### config.mk
export PLATFORM = sky130hd
export DESIGN_NAME = chained_free_block_stack
export DESIGN_NICKNAME = d
export VERILOG_FILES = /design/src/design/cfbs_pkg.sv /design/src/design/cfbs_ram.sv /design/src/design/cfbs_regs.sv /design/src/design/cfbs_ctrl.sv /design/src/design/chained_free_block_stack.sv
export VERILOG_INCLUDE_DIRS = /design/src /design/src/design
export SDC_FILE = /design/constraint.sdc
export NUM_CORES = 1
export LEC_CHECK = 0
export BUFFER_PORTS_ARGS = -buffer_cell sky130_fd_sc_hd__buf_2
export CORE_ASPECT_RATIO = 1.75
export CORE_MARGIN = 2
export CORE_UTILIZATION = 41
export CTS_CLUSTER_SIZE = 14
export DETAILED_ROUTE_END_ITERATION = 10
export MAX_ROUTING_LAYER = met4
export PLACE_DENSITY = 0.56
export SYNTH_ARGS = -nofsm -noshare
export SYNTH_HDL_FRONTEND = slang
export SYNTH_SLANG_ARGS = --single-unit
### constraint.sdc
create_clock -name clk -period 11.2 [get_ports clk]
set_clock_uncertainty 0.15 [all_clocks]
set_input_delay 1.12 -clock clk [delete_from_list [all_inputs] [get_ports clk]]
set_output_delay 1.12 -clock clk [all_outputs]
set_load 0.02 [all_outputs]
### src/design/chained_free_block_stack_macros.svh
// Assertion macros shared by the free block stack RTL.
// No dependencies; included by the files that carry checks.
`ifndef CHAINED_FREE_BLOCK_STACK_MACROS_SVH
`define CHAINED_FREE_BLOCK_STACK_MACROS_SVH

// condition must hold at every clock edge out of reset
`define CFBS_ASSERT_ALWAYS(label, clk, rst_n, cond) \
    label: assert property (@(posedge clk) disable iff (!rst_n) (cond)) \
        else $error("free block stack check failed");

// consequent must hold in the same cycle as the antecedent
`define CFBS_ASSERT_IMPLIES(label, clk, rst_n, ante, cons) \
    label: assert property (@(posedge clk) disable iff (!rst_n) (ante) |-> (cons)) \
        else $error("free block stack check failed");

`endif

### src/design/cfbs_pkg.sv
// Shared types, constants and helpers of the free block stack.
// No dependencies.
package cfbs_pkg;

    localparam int CAPACITY   = 32;
    localparam int CNT_W      = $clog2(CAPACITY + 1);
    localparam int ADDR_W     = $clog2(CAPACITY);
    localparam int BLK_W      = 16;
    localparam int APB_ADDR_W = 3;
    localparam int APB_DATA_W = 32;

    // register indexes (paddr[2])
    localparam logic REG_INODE_BLOCKS  = 1'b0;
    localparam logic REG_VOLUME_BLOCKS = 1'b1;

    // request kinds
    localparam logic [1:0] KIND_ALLOC   = 2'd0;
    localparam logic [1:0] KIND_FREE    = 2'd1;
    localparam logic [1:0] KIND_REFILL  = 2'd2;
    localparam logic [1:0] KIND_UNKNOWN = 2'd3;

    // result kinds
    localparam logic RK_REPLY = 1'b0;
    localparam logic RK_SPILL = 1'b1;

    // reply status codes
    localparam logic [2:0] ST_OK        = 3'd0;
    localparam logic [2:0] ST_REFILL    = 3'd1;
    localparam logic [2:0] ST_SPILLED   = 3'd2;
    localparam logic [2:0] ST_NO_SPACE  = 3'd3;
    localparam logic [2:0] ST_BAD_BLOCK = 3'd4;
    localparam logic [2:0] ST_BUSY      = 3'd5;
    localparam logic [2:0] ST_BAD_COUNT = 3'd6;

    typedef struct packed {
        logic [BLK_W-1:0] inode_blocks;
        logic [BLK_W-1:0] volume_blocks;
    } cfg_t;

    typedef struct packed {
        logic              we;
        logic [ADDR_W-1:0] waddr;
        logic [BLK_W-1:0]  wdata;
        logic              re;
        logic [ADDR_W-1:0] raddr;
    } ram_req_t;

    // valid blocks lie in [inode_blocks + 2, volume_blocks); sum kept unwrapped
    function automatic logic is_bad(input logic [BLK_W-1:0] bn, input cfg_t cfg);
        logic [BLK_W:0] low_lim;
        low_lim = {1'b0, cfg.inode_blocks} + (BLK_W + 1)'(2);
        return ({1'b0, bn} < low_lim) || (bn >= cfg.volume_blocks);
    endfunction

endpackage

### src/design/cfbs_ram.sv
// Generic single-clock RAM, one write and one read port, registered read.
// No dependencies.
module cfbs_ram #(
    parameter int WIDTH = 16,
    parameter int DEPTH = 32
) (
    input  logic                     clk,
    input  logic                     we,
    input  logic [$clog2(DEPTH)-1:0] waddr,
    input  logic [WIDTH-1:0]         wdata,
    input  logic                     re,
    input  logic [$clog2(DEPTH)-1:0] raddr,
    output logic [WIDTH-1:0]         rdata
);

    logic [WIDTH-1:0] mem [DEPTH];
    logic [WIDTH-1:0] rdata_reg;

    always_ff @(posedge clk)
    begin
        if (we)
        begin
            mem[waddr] <= wdata;
        end
        if (re)
        begin
            rdata_reg <= mem[raddr];
        end
    end

    assign rdata = rdata_reg;

endmodule

### src/design/cfbs_regs.sv
// APB-style configuration registers of the free block stack.
// Depends on cfbs_pkg.
module cfbs_regs
    import cfbs_pkg::*;
(
    input  logic                  clk,
    input  logic                  rst_n,
    input  logic                  psel,
    input  logic                  penable,
    input  logic                  pwrite,
    input  logic [APB_ADDR_W-1:0] paddr,
    input  logic [APB_DATA_W-1:0] pwdata,
    output logic [APB_DATA_W-1:0] prdata,
    output logic                  pready,
    output cfg_t                  cfg
);

    logic [BLK_W-1:0] inode_blocks_reg;
    logic [BLK_W-1:0] volume_blocks_reg;
    logic             wr_en;
    logic             reg_idx;

    assign pready  = 1'b1;
    assign reg_idx = paddr[2];
    assign wr_en   = psel && penable && pwrite;

    always_ff @(posedge clk or negedge rst_n)
    begin
        if (!rst_n)
        begin
            inode_blocks_reg  <= '0;
            volume_blocks_reg <= '0;
        end
        else if (wr_en)
        begin
            case (reg_idx)
                REG_INODE_BLOCKS:  inode_blocks_reg  <= pwdata[BLK_W-1:0];
                REG_VOLUME_BLOCKS: volume_blocks_reg <= pwdata[BLK_W-1:0];
                default:           ;
            endcase
        end
    end

    always_comb
    begin
        case (reg_idx)
            REG_INODE_BLOCKS:  prdata = {(APB_DATA_W - BLK_W)'(0), inode_blocks_reg};
            REG_VOLUME_BLOCKS: prdata = {(APB_DATA_W - BLK_W)'(0), volume_blocks_reg};
            default:           prdata = '0;
        endcase
    end

    assign cfg.inode_blocks  = inode_blocks_reg;
    assign cfg.volume_blocks = volume_blocks_reg;

endmodule

### src/design/cfbs_ctrl.sv
// Sequencer of the free block stack: decodes words, drives the stack memory
// and holds the result register. Depends on cfbs_pkg and the macro header.
`include "chained_free_block_stack_macros.svh"

module cfbs_ctrl
    import cfbs_pkg::*;
(
    input  logic             clk,
    input  logic             rst_n,
    input  cfg_t             cfg,
    input  logic             in_valid,
    output logic             in_stall,
    input  logic [1:0]       kind,
    input  logic [BLK_W-1:0] block_number,
    output logic             out_valid,
    input  logic             out_stall,
    output logic             result_kind,
    output logic [2:0]       status,
    output logic [BLK_W-1:0] value,
    output logic             last,
    output ram_req_t         ram_req,
    input  logic [BLK_W-1:0] ram_rdata
);

    localparam logic [2:0] S_IDLE      = 3'd0;
    localparam logic [2:0] S_REPLY     = 3'd1;
    localparam logic [2:0] S_ALLOC     = 3'd2;
    localparam logic [2:0] S_ALLOC_CHK = 3'd3;
    localparam logic [2:0] S_PUSH      = 3'd4;
    localparam logic [2:0] S_SPILL_HDR = 3'd5;
    localparam logic [2:0] S_SPILL_RD  = 3'd6;
    localparam logic [2:0] S_SPILL_OUT = 3'd7;

    logic [2:0]        state_reg,      state_next;
    logic [CNT_W-1:0]  free_count_reg, free_count_next;
    logic [CNT_W-1:0]  refill_rem_reg, refill_rem_next;
    logic [CNT_W-1:0]  refill_idx_reg, refill_idx_next;
    logic              expecting_reg,  expecting_next;
    logic [ADDR_W-1:0] spill_idx_reg,  spill_idx_next;
    logic [BLK_W-1:0]  word_reg,       word_next;
    logic [2:0]        rep_status_reg, rep_status_next;
    logic [BLK_W-1:0]  rep_value_reg,  rep_value_next;

    logic              out_valid_reg,  out_valid_next;
    logic              out_kind_reg,   out_kind_next;
    logic [2:0]        out_status_reg, out_status_next;
    logic [BLK_W-1:0]  out_value_reg,  out_value_next;
    logic              out_last_reg,   out_last_next;

    logic              in_accept;
    logic              slot_free;
    logic              pending;
    logic [CNT_W-1:0]  count_dec;

    assign in_stall  = (state_reg != S_IDLE);
    assign in_accept = in_valid && !in_stall;
    assign slot_free = !out_valid_reg || !out_stall;
    assign pending   = expecting_reg || (refill_rem_reg != '0);
    assign count_dec = free_count_reg - CNT_W'(1);

    always_comb
    begin
        state_next      = state_reg;
        free_count_next = free_count_reg;
        refill_rem_next = refill_rem_reg;
        refill_idx_next = refill_idx_reg;
        expecting_next  = expecting_reg;
        spill_idx_next  = spill_idx_reg;
        word_next       = word_reg;
        rep_status_next = rep_status_reg;
        rep_value_next  = rep_value_reg;
        out_valid_next  = out_valid_reg && out_stall;
        out_kind_next   = out_kind_reg;
        out_status_next = out_status_reg;
        out_value_next  = out_value_reg;
        out_last_next   = out_last_reg;
        ram_req         = '0;

        case (state_reg)
            S_IDLE:
            begin
                if (in_accept)
                begin
                    word_next  = block_number;
                    state_next = S_REPLY;
                    case (kind)
                        KIND_REFILL:
                        begin
                            rep_value_next = block_number;
                            if (expecting_reg)
                            begin
                                expecting_next  = 1'b0;
                                refill_idx_next = '0;
                                if (block_number > BLK_W'(CAPACITY))
                                begin
                                    free_count_next = '0;
                                    refill_rem_next = '0;
                                    rep_status_next = ST_BAD_COUNT;
                                end
                                else
                                begin
                                    free_count_next = block_number[CNT_W-1:0];
                                    refill_rem_next = block_number[CNT_W-1:0];
                                    rep_status_next = ST_OK;
                                end
                            end
                            else if (refill_rem_reg != '0)
                            begin
                                // stack is filled from the bottom
                                if (refill_idx_reg < CNT_W'(CAPACITY))
                                begin
                                    ram_req.we    = 1'b1;
                                    ram_req.waddr = refill_idx_reg[ADDR_W-1:0];
                                    ram_req.wdata = block_number;
                                end
                                refill_idx_next = refill_idx_reg + CNT_W'(1);
                                refill_rem_next = refill_rem_reg - CNT_W'(1);
                                rep_status_next = ST_OK;
                            end
                            else
                            begin
                                rep_status_next = ST_BAD_COUNT;
                            end
                        end
                        KIND_ALLOC, KIND_FREE:
                        begin
                            if (pending)
                            begin
                                rep_status_next = ST_BUSY;
                                rep_value_next  = '0;
                            end
                            else if (kind == KIND_ALLOC)
                            begin
                                state_next = S_ALLOC;
                            end
                            else if (is_bad(block_number, cfg))
                            begin
                                rep_status_next = ST_BAD_BLOCK;
                                rep_value_next  = block_number;
                            end
                            else if (free_count_reg == '0)
                            begin
                                // empty stack: lay down the end mark first
                                ram_req.we      = 1'b1;
                                ram_req.waddr   = '0;
                                ram_req.wdata   = '0;
                                free_count_next = CNT_W'(1);
                                state_next      = S_PUSH;
                            end
                            else if (free_count_reg >= CNT_W'(CAPACITY))
                            begin
                                state_next = S_SPILL_HDR;
                            end
                            else
                            begin
                                ram_req.we      = 1'b1;
                                ram_req.waddr   = free_count_reg[ADDR_W-1:0];
                                ram_req.wdata   = block_number;
                                free_count_next = free_count_reg + CNT_W'(1);
                                rep_status_next = ST_OK;
                                rep_value_next  = block_number;
                            end
                        end
                        default:
                        begin
                            rep_status_next = ST_BAD_BLOCK;
                            rep_value_next  = block_number;
                        end
                    endcase
                end
            end
            S_PUSH:
            begin
                ram_req.we      = 1'b1;
                ram_req.waddr   = free_count_reg[ADDR_W-1:0];
                ram_req.wdata   = word_reg;
                free_count_next = free_count_reg + CNT_W'(1);
                rep_status_next = ST_OK;
                rep_value_next  = word_reg;
                state_next      = S_REPLY;
            end
            S_ALLOC:
            begin
                if ((free_count_reg == '0) || (free_count_reg > CNT_W'(CAPACITY)))
                begin
                    free_count_next = '0;
                    rep_status_next = ST_NO_SPACE;
                    rep_value_next  = '0;
                    state_next      = S_REPLY;
                end
                else
                begin
                    free_count_next = count_dec;
                    ram_req.re      = 1'b1;
                    ram_req.raddr   = count_dec[ADDR_W-1:0];
                    state_next      = S_ALLOC_CHK;
                end
            end
            S_ALLOC_CHK:
            begin
                if (ram_rdata == '0)
                begin
                    free_count_next = '0;
                    rep_status_next = ST_NO_SPACE;
                    rep_value_next  = '0;
                    state_next      = S_REPLY;
                end
                else if (is_bad(ram_rdata, cfg))
                begin
                    state_next = S_ALLOC;
                end
                else
                begin
                    rep_value_next = ram_rdata;
                    if (free_count_reg == '0)
                    begin
                        expecting_next  = 1'b1;
                        rep_status_next = ST_REFILL;
                    end
                    else
                    begin
                        rep_status_next = ST_OK;
                    end
                    state_next = S_REPLY;
                end
            end
            S_SPILL_HDR:
            begin
                if (slot_free)
                begin
                    out_valid_next  = 1'b1;
                    out_kind_next   = RK_SPILL;
                    out_status_next = ST_OK;
                    out_value_next  = BLK_W'(CAPACITY);
                    out_last_next   = 1'b0;
                    spill_idx_next  = '0;
                    state_next      = S_SPILL_RD;
                end
            end
            S_SPILL_RD:
            begin
                ram_req.re    = 1'b1;
                ram_req.raddr = spill_idx_reg;
                state_next    = S_SPILL_OUT;
            end
            S_SPILL_OUT:
            begin
                // read data holds until the next read, so a stall just waits
                if (slot_free)
                begin
                    out_valid_next  = 1'b1;
                    out_kind_next   = RK_SPILL;
                    out_status_next = ST_OK;
                    out_value_next  = ram_rdata;
                    out_last_next   = 1'b0;
                    if (spill_idx_reg == ADDR_W'(CAPACITY - 1))
                    begin
                        ram_req.we      = 1'b1;
                        ram_req.waddr   = '0;
                        ram_req.wdata   = word_reg;
                        free_count_next = CNT_W'(1);
                        rep_status_next = ST_SPILLED;
                        rep_value_next  = word_reg;
                        state_next      = S_REPLY;
                    end
                    else
                    begin
                        spill_idx_next = spill_idx_reg + ADDR_W'(1);
                        state_next     = S_SPILL_RD;
                    end
                end
            end
            S_REPLY:
            begin
                if (slot_free)
                begin
                    out_valid_next  = 1'b1;
                    out_kind_next   = RK_REPLY;
                    out_status_next = rep_status_reg;
                    out_value_next  = rep_value_reg;
                    out_last_next   = 1'b1;
                    state_next      = S_IDLE;
                end
            end
            default:
            begin
                state_next = S_IDLE;
            end
        endcase
    end

    always_ff @(posedge clk or negedge rst_n)
    begin
        if (!rst_n)
        begin
            state_reg      <= S_IDLE;
            free_count_reg <= '0;
            refill_rem_reg <= '0;
            refill_idx_reg <= '0;
            expecting_reg  <= 1'b0;
            spill_idx_reg  <= '0;
            out_valid_reg  <= 1'b0;
        end
        else
        begin
            state_reg      <= state_next;
            free_count_reg <= free_count_next;
            refill_rem_reg <= refill_rem_next;
            refill_idx_reg <= refill_idx_next;
            expecting_reg  <= expecting_next;
            spill_idx_reg  <= spill_idx_next;
            out_valid_reg  <= out_valid_next;
        end
    end

    always_ff @(posedge clk)
    begin
        word_reg       <= word_next;
        rep_status_reg <= rep_status_next;
        rep_value_reg  <= rep_value_next;
        out_kind_reg   <= out_kind_next;
        out_status_reg <= out_status_next;
        out_value_reg  <= out_value_next;
        out_last_reg   <= out_last_next;
    end

    assign out_valid   = out_valid_reg;
    assign result_kind = out_kind_reg;
    assign status      = out_status_reg;
    assign value       = out_value_reg;
    assign last        = out_last_reg;

    `CFBS_ASSERT_ALWAYS(a_count_in_range, clk, rst_n, free_count_reg <= CNT_W'(CAPACITY))
    `CFBS_ASSERT_IMPLIES(a_one_refill_phase, clk, rst_n, expecting_reg, refill_rem_reg == '0)
    `CFBS_ASSERT_ALWAYS(a_no_read_on_write, clk, rst_n, !(ram_req.we && ram_req.re))
    `CFBS_ASSERT_IMPLIES(a_non_last_is_spill, clk, rst_n, out_valid_reg && !out_last_reg,
                         out_kind_reg == RK_SPILL)

endmodule

### src/design/chained_free_block_stack.sv
// Free block stack with chained overflow lists. An accepted word moves to the
// reply state, which loads its result into the output register; a free onto
// an empty stack lays down the end mark and passes the push state first. An
// allocate passes the read and check states for each entry popped from the
// single stack memory, whose read data is registered, and out-of-range entries
// are skipped the same way. A free on a full stack spills the count and all
// CAPACITY entries through the read and output states, waiting while the
// output stalls, before its reply. One word is in work at a time; in_stall is
// high until its final result is in the output register. The stack memory
// needs no clearing after reset.
// Depends on cfbs_pkg, cfbs_regs, cfbs_ctrl and cfbs_ram.
module chained_free_block_stack
    import cfbs_pkg::*;
(
    input  logic                  clk,
    input  logic                  rst_n,
    input  logic                  psel,
    input  logic                  penable,
    input  logic                  pwrite,
    input  logic [APB_ADDR_W-1:0] paddr,
    input  logic [APB_DATA_W-1:0] pwdata,
    output logic [APB_DATA_W-1:0] prdata,
    output logic                  pready,
    input  logic                  in_valid,
    output logic                  in_stall,
    input  logic [1:0]            kind,
    input  logic [BLK_W-1:0]      block_number,
    output logic                  out_valid,
    input  logic                  out_stall,
    output logic                  result_kind,
    output logic [2:0]            status,
    output logic [BLK_W-1:0]      value,
    output logic                  last
);

    cfg_t             cfg;
    ram_req_t         ram_req;
    logic [BLK_W-1:0] ram_rdata;

    cfbs_regs u_regs (
        .clk     (clk),
        .rst_n   (rst_n),
        .psel    (psel),
        .penable (penable),
        .pwrite  (pwrite),
        .paddr   (paddr),
        .pwdata  (pwdata),
        .prdata  (prdata),
        .pready  (pready),
        .cfg     (cfg)
    );

    cfbs_ctrl u_ctrl (
        .clk          (clk),
        .rst_n        (rst_n),
        .cfg          (cfg),
        .in_valid     (in_valid),
        .in_stall     (in_stall),
        .kind         (kind),
        .block_number (block_number),
        .out_valid    (out_valid),
        .out_stall    (out_stall),
        .result_kind  (result_kind),
        .status       (status),
        .value        (value),
        .last         (last),
        .ram_req      (ram_req),
        .ram_rdata    (ram_rdata)
    );

    cfbs_ram #(
        .WIDTH (BLK_W),
        .DEPTH (CAPACITY)
    ) u_stack (
        .clk   (clk),
        .we    (ram_req.we),
        .waddr (ram_req.waddr),
        .wdata (ram_req.wdata),
        .re    (ram_req.re),
        .raddr (ram_req.raddr),
        .rdata (ram_rdata)
    );

endmodule

==> run summary <==
Status = finished, final reports clean
I/O Buffers = 80
Pwr Total = 6.990 mW
GRT Resource Usage Total = 22.80%
CTS tree = built
CP max FO = 16
Most frequent cells in the layout = edfxtp_1, nor3_1, nand2_1, nor2_1, nand3_1
Chip Height = 356.1 um
Grt ovf = 0
Hold WS = 365.8 ps
Number of CTS-inserted buffers = 58
Post-synth EDFFs = 584
Critical Path, Cell by Cell = ha_1 -> nand4_1 -> nor3_1 -> xnor2_1 -> ha_1 -> a21o_1 -> a21o_1 -> a21o_1 -> o2111ai_1 -> nor2_1 -> a221o_1 -> nor4_2 -> buf_4
DIE AREA = 73050 um2
Fin Setup TNS = 0 ps
CTS Sinks = 644
Core area = 70370 um2
Sequential-to-total area share from yosys stat = 65.56%
Share of cells above drive strength 1 = 13.70%
Power Density = 216.4 nW/um2
Most common cell after layout, fill and taps aside = edfxtp_1
Cell count after synthesis = 2370
Io pins = 116
Data required, critical path = 11330 ps
CP Class = flip-flop to flip-flop
Root Buffer = clkbuf_16
Worst VDD drop = 0.1052 mV
# diodes = 0
Final net count = 2542
Hold crit path type = flip-flop to flip-flop
CTS clk-pin slew, worst paths = 60 ps
Final wirelength = 81.55 mm
FP Rows = 129
Routed WL per cell = 24.16 um
Clk_lat worst skew = 640 ps
Crit path DAT = 5770 ps
Pre-antenna DRT Iters = 8
Synthesized area = 29040 um2
Crit-path max cell delay = 770 ps
Via/cell ratio = 5.766
Cts repair resizes = 0
Total number of yosys warnings = 0
Fraction of registers with async set/reset = 9.317%
Final antenna-violating net count = 0
CTS H-tree lvls = 2
Mean area per synthesized cell = 12.25 um2
Final setup fails = 0
Element type at the critical path end = flip-flop
Max reg flops = 512
Crit path launch type = flip-flop
GP Congestion = 0.9356
Seq cells post-synth = 644
Switching part of the total = 35.81%
DR vias = 19470
Largest net degree at the start of global routing = 125
Syn-to-layout area delta = 11.22%
Slew Limit Fails = 0
CTS Buffer Depth = 3
Psw = 2.503 mW
Initial antenna violation count = 1
Flop pwr share = 43.9%
Vias in the first global route = 19150
Worst slew pin tran = 1267 ps
Unrepaired setup endpoints after global routing = false
Leak = 11.50 nW
Hold buffers post-CTS = 0
1st-iter DRT viols = 1672
Minimum clock period = 5639 ps
Hpwl dp = 52.32 mm
Final hold vios = 0
Die X = 205.2 um
Critical-path top delay cell = o2111ai_1
Int Power = 4.487 mW
Most flops, register = u_stack.mem
Crit-path most repeated cell = a21o_1
Post-route clock period utilization = 50.35%
Area after DPL = 30560 um2
Clock Power Share = 26.8%
Count of cell types in the netlist = 72
Headroom to the max-slew limit = 15.52%
Max Fclk = 177.3 MHz
Comb pwr share = 29.3%
First-pass GRT wire length = 120.1 mm
Final Cell Area = 32300 um2
Max-Cap Viols = 0
Top FF cell, synth = edfxtp_1
Setup Fix Bufs, Post-CTS = 0
DRC Markers = 0
Initial core utilization = 41.26%
worst max-delay path, delay by kind of cell, from the launching register on:
kind / cells / cell delay (ps)
buffers and inverters: 1 / 390
AOI/OAI and AO/OA: 5 / 2050
and+or+nand+nor: 4 / 1410
adders and majority gates: 2 / 560
DFF: 1 / 500
xor gates and xnor gates: 1 / 210
synthesized netlist by cell type, types with 5 or more instances:
cell	instances	area [um2]
o21ai_0	31	155.2
edfxtp_1	584	17540
nor2b_1	6	37.54
nand3_1	92	460.4
a21o_1	16	120.1
o22ai_1	22	137.6
nand2_1	242	908.4
buf_1	7	26.28
nor2_1	171	641.9
buf_2	28	140.1
nor3_2	6	60.06
nand4_1	12	75.07
a22o_1	35	306.5
nor4_2	16	200.2
clkbuf_1	101	379.1
nor3_1	359	1797
buf_4	24	180.2
a222oi_1	16	160.2
ha_1	67	838.3
mux2_2	51	574.3
dfrtp_1	60	1501
and2_1	8	50.05
or4_1	20	150.1
a21oi_1	76	380.4
nor4_1	23	143.9
a221oi_1	6	52.55
inv_1	54	202.7
nand2b_1	6	37.54
a31oi_1	36	225.2
o211ai_1	5	37.54
a211oi_1	37	277.8
or3_1	6	37.54
xnor2_1	16	140.1
xor2_1	6	52.55
o31ai_1	5	37.54
buf_6	5	56.30
and3_1	41	256.5
power by group through the flow:
stage          Sequential [mW]  Clock, mW  Combinational [mW]
5_1_grt                   3.08       2.00                2.25
3_5_place_dp              3.11          0                2.05
2_1_floorplan             3.03          0                1.44
4_1_cts                   3.06       1.91                2.06
6_report                  3.07       1.87                2.05
3_3_place_gp              3.11          0                2.01
area by class of cell:
| cell class | count | area (um2) |
|---|---|---|
| tap | 917 | 1147 |
| sequential | 644 | 19040 |
| inverter | 57 | 214.0 |
| clock inverter | 23 | 190.2 |
| multi-input combinational | 1519 | 9333 |
| timing repair buffer | 135 | 825.8 |
| fill | 6278 | 38080 |
| clock buffer | 81 | 1548 |
routing by layer:
| metal | routed length [um] | part of all wire (%) | track usage [%] | vias to the layer above |
|---|---|---|---|---|
| met5 | 0 | 0 | - | - |
| met4 | 4697 | 5.8 | 11.76 | 0 |
| met3 | 3546 | 4.3 | 2.341 | 205 |
| met2 | 43650 | 54 | 41.41 | 626 |
| met1 | 29660 | 36 | 24.31 | 9614 |
| li1 | - | - | - | 9020 |
path summary, 6_finish.rpt:
path | slack, ps | cells after the start | endpoint | startpoint
max reg2reg | 5560 | 13 | u_stack.mem[14][11]$_DFFE_PP_ | u_regs.inode_blocks_reg[1]$_DFFE_PN0P_
min in group asynchronous | 500 | 2 | u_regs.inode_blocks_reg[10]$_DFFE_PN0P_ | rst_n
max in group asynchronous | 9790 | 2 | u_ctrl.refill_idx_reg[3]$_DFFE_PN0P_ | rst_n
max | 5560 | 13 | u_stack.mem[14][11]$_DFFE_PP_ | u_regs.inode_blocks_reg[1]$_DFFE_PN0P_
min | 370 | 2 | u_ctrl.refill_rem_reg[4]$_DFFE_PN0P_ | u_ctrl.refill_rem_reg[4]$_DFFE_PN0P_
min reg2reg | 370 | 2 | u_ctrl.refill_rem_reg[4]$_DFFE_PN0P_ | u_ctrl.refill_rem_reg[4]$_DFFE_PN0P_
kinds of logic after synthesis:
family / Yosys count / share of synthesized area, %
buf+inv: 222 / 3.430
flops: 644 / 65.56
mux: 53 / 2.047
simple gates: 1029 / 17.37
other cells: 2 / 0.02586
compound gates: 330 / 7.915
fa+ha+maj: 67 / 2.887
xor+xnor: 23 / 0.7584
through the flow:
step                      instances  util (%)  setup slack (ps)
final                          3376     45.89              5561
after global placement         3272     43.42              5564
after global routing           3376     45.89              5433
after detailed placement       3272     43.42              5517
after floorplan                2385         -              4583
after CTS                      3376     45.89              5585
Note: power is estimated with default switching activity, not from simulation.
